## src/hw/rtl/bsm_pkg.sv

```systemverilog
`timescale 1ns / 1ps
`default_nettype none

package bsm_pkg;

  typedef enum logic [1:0] {
    OP_WRITE = 2'd0,
    OP_TICK  = 2'd1,
    OP_PRG   = 2'd2,
    OP_CHR   = 2'd3
  } op_t;

  typedef struct packed {
    logic [1:0]  opcode;
    logic [15:0] bus_address;
    logic [7:0]  write_data;
    logic        rendering_on;
  } in_word_t;

  typedef struct packed {
    logic [20:0] rom_address;
    logic        irq_line;
    logic [1:0]  mirroring;
    logic        ram_enable;
    logic        ram_protect;
  } out_word_t;

  typedef logic [7:0][7:0] bank_arr_t;

  localparam bank_arr_t BANK_INIT =
    {8'd1, 8'd0, 8'd7, 8'd6, 8'd5, 8'd4, 8'd2, 8'd0};

  // register decode uses address bits 15:13 and 0
  localparam logic [15:0] REG_MASK       = 16'hE001;
  localparam logic [15:0] REG_MODE       = 16'h8000;
  localparam logic [15:0] REG_BANK       = 16'h8001;
  localparam logic [15:0] REG_MIRROR     = 16'hA000;
  localparam logic [15:0] REG_RAM_CTRL   = 16'hA001;
  localparam logic [15:0] REG_IRQ_RELOAD = 16'hC000;
  localparam logic [15:0] REG_IRQ_CLEAR  = 16'hC001;
  localparam logic [15:0] REG_IRQ_OFF    = 16'hE000;
  localparam logic [15:0] REG_IRQ_ON     = 16'hE001;

  localparam logic CFG_PRG_LAST    = 1'b0;
  localparam logic CFG_FOUR_SCREEN = 1'b1;

  localparam logic [1:0] MIRROR_FOUR = 2'd2;

  localparam int MODE_PRG_SWAP = 6;
  localparam int MODE_CHR_INV  = 7;

endpackage

`default_nettype wire

```

## src/hw/rtl/bsm_xlate.sv

```systemverilog
`timescale 1ns / 1ps
`default_nettype none

module bsm_xlate (
  input  wire logic [1:0]       opcode,
  input  wire logic [15:0]      bus_address,
  input  wire logic [7:0]       mode_byte,
  input  wire bsm_pkg::bank_arr_t bank_regs,
  input  wire logic [7:0]       prg_last_bank,
  output logic [20:0]           rom_address
);
  import bsm_pkg::*;

  logic [7:0]  prg_bank;
  logic [7:0]  second_last;
  logic [20:0] prg_addr;
  logic [12:0] chr_a;
  logic [2:0]  chr_sel;
  logic [7:0]  chr_bank;
  logic [20:0] chr_addr;

  assign second_last = prg_last_bank - 8'd1;

  always_comb begin
    case (bus_address[14:13])
      2'd0:    prg_bank = mode_byte[MODE_PRG_SWAP] ? second_last : bank_regs[6];
      2'd1:    prg_bank = bank_regs[7];
      2'd2:    prg_bank = mode_byte[MODE_PRG_SWAP] ? bank_regs[6] : second_last;
      default: prg_bank = prg_last_bank;
    endcase
    prg_addr = bus_address[15] ? {prg_bank, bus_address[12:0]} : '0;
  end

  // bit 7 of mode swaps the two pattern halves
  assign chr_a = bus_address[12:0] ^ {mode_byte[MODE_CHR_INV], 12'd0};

  always_comb begin
    if (!chr_a[12]) begin
      chr_sel  = {2'd0, chr_a[11]};
      chr_bank = bank_regs[chr_sel];
      chr_addr = {3'd0, chr_bank[7:1], chr_a[10:0]};
    end else begin
      chr_sel  = {1'b0, chr_a[11:10]} + 3'd2;
      chr_bank = bank_regs[chr_sel];
      chr_addr = {3'd0, chr_bank, chr_a[9:0]};
    end
    if (bus_address[15:13] != 3'd0) begin
      chr_addr = '0;
    end
  end

  always_comb begin
    case (opcode)
      OP_PRG:  rom_address = prg_addr;
      OP_CHR:  rom_address = chr_addr;
      default: rom_address = '0;
    endcase
  end

endmodule

`default_nettype wire

```

## src/hw/rtl/bank_switch_mapper_scanline_irq.sv

```systemverilog
`timescale 1ns / 1ps
`default_nettype none
// channel | handshake             | payload
// in      | in_valid / in_ready   | in_word  (opcode, bus_address, write_data, rendering_on)
// out     | out_valid / out_ready | out_word (rom_address, irq_line, mirroring, ram_*)
// cfg     | cfg_we                | cfg_index, cfg_data
//
// One word per cycle while in_ready is high; each result appears in the cycle after its word is taken.
// Mapper state updates at the accepting edge; the output register holds the result.
// in_ready drops only while a result sits unread and out_ready is low.
// Synchronous active-low reset restores the bank, mode and counter registers.

module bank_switch_mapper_scanline_irq (
  input  wire logic               clk,
  input  wire logic               rst_n,
  input  wire logic               in_valid,
  output logic                    in_ready,
  input  wire bsm_pkg::in_word_t  in_word,
  output logic                    out_valid,
  input  wire logic               out_ready,
  output bsm_pkg::out_word_t      out_word,
  input  wire logic               cfg_we,
  input  wire logic               cfg_index,
  input  wire logic [7:0]         cfg_data
);
  import bsm_pkg::*;

  logic [7:0] prg_last_r;
  logic       four_screen_r;
  bank_arr_t  bank_regs_r, bank_regs_nxt;
  logic [7:0] mode_byte_r, mode_byte_nxt;
  logic       mirror_r, mirror_nxt;
  logic [1:0] ram_ctrl_r, ram_ctrl_nxt;
  logic [7:0] irq_reload_r, irq_reload_nxt;
  logic [7:0] irq_count_r, irq_count_nxt;
  logic       irq_on_r, irq_on_nxt;
  logic       irq_pending_r, irq_pending_nxt;
  logic       out_valid_r;
  out_word_t  out_word_r, out_word_nxt;
  logic       in_fire;
  logic [15:0] reg_sel;
  logic [7:0]  count_step;
  logic [20:0] rom_addr;

  assign in_ready = !out_valid_r || out_ready;
  assign in_fire  = in_valid && in_ready;
  assign reg_sel  = in_word.bus_address & REG_MASK;
  assign count_step = (irq_count_r == 8'd0) ? irq_reload_r : irq_count_r - 8'd1;

  bsm_xlate u_xlate (
    .opcode        (in_word.opcode),
    .bus_address   (in_word.bus_address),
    .mode_byte     (mode_byte_r),
    .bank_regs     (bank_regs_r),
    .prg_last_bank (prg_last_r),
    .rom_address   (rom_addr)
  );

  always_comb begin
    bank_regs_nxt   = bank_regs_r;
    mode_byte_nxt   = mode_byte_r;
    mirror_nxt      = mirror_r;
    ram_ctrl_nxt    = ram_ctrl_r;
    irq_reload_nxt  = irq_reload_r;
    irq_count_nxt   = irq_count_r;
    irq_on_nxt      = irq_on_r;
    irq_pending_nxt = irq_pending_r;
    if (in_word.opcode == OP_WRITE) begin
      case (reg_sel)
        REG_MODE:       mode_byte_nxt = in_word.write_data;
        REG_BANK:       bank_regs_nxt[mode_byte_r[2:0]] = in_word.write_data;
        REG_MIRROR:     mirror_nxt = in_word.write_data[0];
        REG_RAM_CTRL:   ram_ctrl_nxt = in_word.write_data[7:6];
        REG_IRQ_RELOAD: irq_reload_nxt = in_word.write_data;
        REG_IRQ_CLEAR:  irq_count_nxt = 8'd0;
        REG_IRQ_OFF: begin
          irq_on_nxt      = 1'b0;
          irq_pending_nxt = 1'b0;
        end
        REG_IRQ_ON:     irq_on_nxt = 1'b1;
        default:        ;
      endcase
    end else if (in_word.opcode == OP_TICK && in_word.rendering_on) begin
      irq_count_nxt = count_step;
      if (count_step == 8'd0) begin
        irq_pending_nxt = irq_on_r;
      end
    end
    out_word_nxt.rom_address = rom_addr;
    out_word_nxt.irq_line    = irq_pending_nxt;
    out_word_nxt.mirroring   = four_screen_r ? MIRROR_FOUR : {1'b0, mirror_nxt};
    out_word_nxt.ram_enable  = ram_ctrl_nxt[1];
    out_word_nxt.ram_protect = ram_ctrl_nxt[0];
  end

  always_ff @(posedge clk) begin
    if (!rst_n) begin
      prg_last_r    <= 8'd31;
      four_screen_r <= 1'b0;
      bank_regs_r   <= BANK_INIT;
      mode_byte_r   <= 8'd0;
      mirror_r      <= 1'b1;
      ram_ctrl_r    <= 2'd0;
      irq_reload_r  <= 8'd0;
      irq_count_r   <= 8'd0;
      irq_on_r      <= 1'b0;
      irq_pending_r <= 1'b0;
      out_valid_r   <= 1'b0;
    end else begin
      if (cfg_we) begin
        if (cfg_index == CFG_PRG_LAST) begin
          prg_last_r <= cfg_data;
        end else begin
          four_screen_r <= cfg_data[0];
        end
      end
      if (in_fire) begin
        bank_regs_r   <= bank_regs_nxt;
        mode_byte_r   <= mode_byte_nxt;
        mirror_r      <= mirror_nxt;
        ram_ctrl_r    <= ram_ctrl_nxt;
        irq_reload_r  <= irq_reload_nxt;
        irq_count_r   <= irq_count_nxt;
        irq_on_r      <= irq_on_nxt;
        irq_pending_r <= irq_pending_nxt;
        out_valid_r   <= 1'b1;
      end else if (out_ready) begin
        out_valid_r <= 1'b0;
      end
    end
  end

  // payload register: load on every accepted word
  always_ff @(posedge clk) begin
    if (in_fire) begin
      out_word_r <= out_word_nxt;
    end
  end

  assign out_valid = out_valid_r;
  assign out_word  = out_word_r;

`ifndef SYNTH
  a_ready_when_empty: assert property (@(posedge clk) disable iff (!rst_n)
    !out_valid_r |-> in_ready)
    else $error("in_ready low with empty output register");

  a_irq_off_clears: assert property (@(posedge clk) disable iff (!rst_n)
    in_fire && in_word.opcode == OP_WRITE && reg_sel == REG_IRQ_OFF
      |=> !irq_pending_r && !out_word.irq_line)
    else $error("interrupt disable did not clear pending flag");

  a_no_addr_for_ctrl: assert property (@(posedge clk) disable iff (!rst_n)
    in_fire && (in_word.opcode == OP_WRITE || in_word.opcode == OP_TICK)
      |=> out_word.rom_address == 21'd0)
    else $error("nonzero ROM address for write or tick");

  a_idle_tick_holds: assert property (@(posedge clk) disable iff (!rst_n)
    in_fire && in_word.opcode == OP_TICK && !in_word.rendering_on
      |=> $stable(irq_count_r) && $stable(irq_pending_r))
    else $error("tick with rendering off moved the counter");
`endif

endmodule

`default_nettype wire

```

## config.mk

```make
export PLATFORM = sky130hd
export DESIGN_NAME = bank_switch_mapper_scanline_irq
export DESIGN_NICKNAME = d
export VERILOG_FILES = /design/src/hw/rtl/bsm_pkg.sv /design/src/hw/rtl/bsm_xlate.sv /design/src/hw/rtl/bank_switch_mapper_scanline_irq.sv
export SDC_FILE = /design/constraint.sdc
export NUM_CORES = 1
export LEC_CHECK = 0
export ABC_AREA = 1
export BUFFER_PORTS_ARGS = -buffer_cell sky130_fd_sc_hd__clkbuf_2
export CORE_MARGIN = 8
export CORE_UTILIZATION = 60
export CTS_BUF_LIST = sky130_fd_sc_hd__clkbuf_8
export CTS_CLUSTER_SIZE = 40
export DETAILED_ROUTE_END_ITERATION = 6
export HOLD_SLACK_MARGIN = 0.02
export PLACE_DENSITY = 0.86
export SYNTH_ARGS = -nofsm -noshare
export SYNTH_HDL_FRONTEND = slang
export SYNTH_SLANG_ARGS = --single-unit
```

## constraint.sdc

```tcl
create_clock -name clk -period 2.65 [get_ports clk]
set_clock_uncertainty 0.2 [all_clocks]
set_input_delay 0.265 -clock clk [delete_from_list [all_inputs] [get_ports clk]]
set_output_delay 0.265 -clock clk [all_outputs]
set_load 0.005 [all_outputs]
```

Yosys cells after proc, flatten, opt, wreduce, memory -nomap -nowiden
Cells that the tools add are included.

storage, ports and cells
  register bits after elaboration = 129
  input bits = 41
  output and inout port bits = 28
  word-level logic and storage cells = 97

operators by class
  add/sub/neg operators = 3
  $lt $le $gt $ge = 4
  equality and inequality tests = 14
  mux-type cells = 30
  bitwise gates (word level) = 2
  reduce and logical (&&, ||, !) cells = 20

operator list
  operator               count
  $mux W8                10
  $bwmux W64             1
  $pmux W21 S2           1
  $mux W18               2
  $eq A4 B4 Y1 const B   8
  $bmux W8 S3            1
  $demux W8 S3           1
  $pmux W8 S3            1
  $mux W21               1
  $logic_not A8 Y1       2
  $sub A8 B1 Y8 const B  2
  $reduce_and A3 Y1      5
  $xor A13 B13 Y13       1
  $lt A3 B4 Y1 const B   2
  $mux W1                8
  $eq A2 B2 Y1 const B   3
  $mux W2                3
  $reduce_bool A2 Y1     3
  $eq A2 B1 Y1 const B   2
  $logic_not A2 Y1       2
  $lt A1 B4 Y1 const B   1
  $reduce_and A2 Y1      2
  $add A2 B2 Y3 const B  1
  $ge A3 B1 Y1 const B   1
  other kinds (7)        9

Longest topological paths before layout
  depth after elaboration = 7
  gate-level depth with buffers = 15
  mapped depth without buffers = 15

Modules after synthesis
From an unflattened synthesis, not the netlist that was laid out.

unflattened totals
  cells, all modules = 807
  area, all modules = 6048.3 um^2

modules (own cells, without submodules)
  module                           times used  cells an instance  area each (um^2)  seq. area each (um^2)
  bank_switch_mapper_scanline_irq  1           583                4973.5            2842.7
  bsm_xlate                        1           224                1074.8            0.0

Worst setup path after synthesis
Ideal clock, no wire load.

  path kind = flip-flop to flip-flop
  start point = register out_valid_r, in the netlist out_valid
  end point = register irq_on_r
  library setup time = 0.120 ns
  data arrival time = 1.610 ns
  required time = 2.330 ns
  setup slack = 0.720 ns
  stages on the path, launching flop included = 8
  path buffers = 1
  clock period less this slack = 1.930 ns
  path through = dfxtp_1 -> nand2_1 -> nand2_1 -> buf_2 -> inv_1 -> nand3_1 -> o21ai_0 -> a21oi_1

on the way
  longest elaborated chain between the ends = 4

RTL lines
  element                      line                                    text
  start, declared              bank_switch_mapper_scanline_irq.sv:38   logic out_valid_r;
  start signal, assigned       bank_switch_mapper_scanline_irq.sv:108  out_valid_r <= 1'b0;
  start signal, assigned       bank_switch_mapper_scanline_irq.sv:126  out_valid_r <= 1'b1;
  start signal, assigned       bank_switch_mapper_scanline_irq.sv:128  out_valid_r <= 1'b0;
  $logic_not A1 Y1             bank_switch_mapper_scanline_irq.sv:45   assign in_ready = !out_valid_r || out_ready;
  $logic_or A1 B1 Y1           bank_switch_mapper_scanline_irq.sv:45
  net in_ready                 bank_switch_mapper_scanline_irq.sv:17   output logic in_ready,
  $logic_and A1 B1 Y1          bank_switch_mapper_scanline_irq.sv:46   assign in_fire = in_valid && in_ready;
  net in_fire                  bank_switch_mapper_scanline_irq.sv:40   logic in_fire;
  $reduce_and A3 Y1 (no line)  n/a
  end signal, assigned         bank_switch_mapper_scanline_irq.sv:124  irq_on_r <= irq_on_nxt;
  end, declared                bank_switch_mapper_scanline_irq.sv:36   logic irq_on_r, irq_on_nxt;

The timed path passes the listed nets, and every way through them passes these cells.
A chain may end at the register's enable or synchronous reset.

Worst setup path after layout
  start point = input out_ready
  end point = register irq_count_r[4]

on the way
  longest elaborated chain between the ends = 3

RTL lines
  element                      line                                    text
  start, declared              bank_switch_mapper_scanline_irq.sv:20   input wire logic out_ready,
  $logic_or A1 B1 Y1           bank_switch_mapper_scanline_irq.sv:45
  $logic_and A1 B1 Y1          bank_switch_mapper_scanline_irq.sv:46
  $reduce_and A3 Y1 (no line)  n/a
  end signal, assigned         bank_switch_mapper_scanline_irq.sv:123  irq_count_r <= irq_count_nxt;
  end, declared                bank_switch_mapper_scanline_irq.sv:35   logic [7:0] irq_count_r, irq_count_nxt;

Every way passes these cells.

==> reports/metrics.cfg <==
[status]
status=completed

[synth]
dominantRegCellSynth=dfxtp_1
yosys-top-cells-count=98 x dfxtp_1, 97 x o21ai_0, 94 x inv_1, 94 x nand2_1, 83 x nor2_1
yosysWarnings=0
synth_area_leaders=dfxtp_1 34%, edfxtp_1 13%, o21ai_0 8.4%, a21oi_1 6.5%, inv_1 6.1%
synthCells=736
synth.avg_cell_area_sq_um=7.87
async_flop_share_pct=0
synth-edff-count=26
yosysMostFrequentCell=dfxtp_1
synth_top_cell_by_area=dfxtp_1
synth.yosys.seq_area_share_pct=47.3
synth_top_area_share_pct=33.9
syn-num-nets=780
synthDistinctLibCells=41
ys_ff_latch=124
synth_area_sq_um=5800

[floorplan]
die_w_microns=114
initial_core_util_pct=60.4
ios=69
fp.coreArea_sq_um=9590
die_area_sq_um=13100
fp-row-count=36
die_h_microns=114

[sta]
period_share_pct=86.6
slew_headroom_pct=49.3
period_needed_ns=2.30
fmax_mhz=436
rsz0062_at_grt=no
finalHoldViolCount=0
setup_viol=0
hold_ws_ns=0.0576
finalMaxSlewViolations=0
tightest_slew_ns=0.757
tns_ns=0

[critical_path]
max_stage_delay_ns=0.61
cp-startpoint=out_ready
start_kind=input pin
crit_fanout=12
critical_path_class=in2reg
crit_top_cell=nand2_1
end_kind=register
critPathBufInv=3
path_cells=dlygate4sd3_1, clkbuf_2, inv_1, nand2_1, nand2_1, nor2_1, a21oi_1, nand2_1, a21oi_1
cp.arrival_ns=2.45
worstPathRequired_ns=2.81
critPathTopFamily=compound AO/OA/AOI/OAI gates
critPathSlowestCell=a21oi_1
worstReg2RegStart=prg_last_r[0]$_SDFFE_PN1P_

[route]
num_vias=5491
wl_microns=15200
drt_iter0_drc=579
first_pass_iters=5
ant_nets=0
wire_per_inst_microns=15.7
drc=0
viasPerCell=5.66

[global_routing]
grtUsageMet1_pct=29.7
grt.busiest_layer=met2
grt_max_degree=70
grt_pass1_vias=5196
grt_util_all_layers_pct=24.4
grt_remaining_overflow=0
grt_use_met3_pct=7.23
antenna_found_initial=0
gr-usage-met2_pct=39.6
grt_first_pass_wirelength_microns=25300

[layout]
syn2layout_area_growth_pct=17.5
fin_nets=868
drive_above_1_share_pct=15.1
nFillCells=716
diodes=0

[clock_tree]
clockRootBuffer=clkbuf_8
clk_latency_ns=0.44
htree_levels=4
cts_made_buffers=17
cts_tree=yes
clkSinkCount=124
path_clk_slew_ns=0.07
clockBufferDepth=2
post_cts_buffers=0
postCtsResizedCells=0

[flow_run]
max_cap_viol_count=0

[hold_path]
hp-start=rst_n
min_path_type=in2reg

[placement]
dp_hpwl_microns=10400
gp_congestion=0.888
numPortBuffers=68

[power]
power_density_nw_per_um2=551
cellLeakagePower_nw=3.00
max-vdd-ir-drop_mv=0.435

-- flip-flops by register name (all words and copies together) (netlist names) --
signal         count
ram_ctrl_r         2
out_valid          1
irq_pending_r      1
bank_regs_r       62
mode_byte_r        5
irq_reload_r       8
prg_last_r         8
four_screen_r      1
irq_on_r           1
irq_count_r        8
mirror_r           1
out_word          26
-- worst reg2reg max path: cells and delay by family, from the launching register on --
kind | cells | cell delay [ns]
AO/OA/AOI/OAI | 2 | 0.18
XOR/XNOR | 1 | 0.24
adder cells (fa/ha/maj) | 1 | 0.24
buffers and inverters | 2 | 0.21
flip-flops | 1 | 0.34
AND/OR/NAND/NOR | 4 | 0.55
-- power by group --
group	switching [mW]	internal (mW)	total, mW
clock	0.703	0.706	1.41
combinational	0.223	0.129	0.352
sequential	0.0182	1.97	1.99
total	0.945	2.81	3.75
-- stage by stage --
stage | total power, mW | std cells | util, % | area, sq um | worst slack [ns]
after global placement | 2.33 | 912 | 64.8 | 6220 | 0.371
after floorplan | 2.21 | 736 | - | 5800 | 0.720
after detailed placement | 2.34 | 912 | 64.8 | 6220 | 0.318
after CTS | 3.76 | 970 | 71.0 | 6810 | 0.399
final | 3.75 | 970 | 71.0 | 6810 | 0.355
after global routing | 3.89 | 970 | 71.0 | 6810 | 0.140
-- routing by layer --
layer	routed length (microns)	share of wire [%]
met5	0	0
met4	507	3.3
met3	1570	10
met2	7040	46
met1	6120	40
-- worst paths after layout --
kind                                   to  slack, ns  cells past startpoint
min reg2reg  bank_regs_r[46]$_SDFFE_PN0P_       0.25                      2
max           irq_count_r[4]$_SDFFE_PN0P_       0.35                      9
min          irq_reload_r[3]$_SDFFE_PN0P_       0.06                      3
max reg2reg    out_word[24]$_SDFFCE_PN0P_       0.47                     10
-- layout by cell type (no fill, tap or decap), types with 3 or more instances in the layout --
| cell | count |
|---|---|
| a21oi_1 | 75 |
| a31oi_1 | 3 |
| a32o_1 | 4 |
| buf_4 | 3 |
| clkbuf_2 | 68 |
| clkbuf_8 | 17 |
| clkinv_2 | 6 |
| dfxtp_1 | 98 |
| dlygate4sd3_1 | 26 |
| edfxtp_1 | 26 |
| ha_1 | 3 |
| inv_1 | 100 |
| inv_2 | 6 |
| nand2_1 | 94 |
| nand2_4 | 4 |
| nand3_1 | 38 |
| nand3b_1 | 3 |
| nand4_1 | 4 |
| nor2_1 | 83 |
| nor2_8 | 4 |
| nor3_1 | 3 |
| o211ai_1 | 19 |
| o21ai_0 | 97 |
| o21ai_1 | 16 |
| o221ai_1 | 6 |
| xnor2_1 | 3 |
| xor2_1 | 4 |
-- kinds of logic after synthesis --
| group | after synthesis | synth area share, % |
|---|---|---|
| flops | 124 | 47.3 |
| xor+xnor | 7 | 1.06 |
| mux | 1 | 0.173 |
| buf+inv | 132 | 9.22 |
| simple gates | 241 | 19.7 |
| compound gates | 228 | 21.9 |
| fa+ha+maj | 3 | 0.648 |
-- cell type report --
type / instances / area (sq um) / area share [%]
clock buffers: 17 / 234 / 3.44
clock inverters: 15 / 97.6 / 1.43
inverters: 102 / 388 / 5.70
multi-input cells: 480 / 2520 / 37.0
flip-flops and latches: 124 / 2740 / 40.3
well taps: 133 / 166 / 2.44
repair buffers: 99 / 663 / 9.74
-- timing repair --
item                                   in CTS  in global routing
hold buffers                               26                  0
endpoints found under the hold margin      28                  0
setup endpoints to repair                   0                  0
Note: power is estimated with default switching activity, not from simulation.
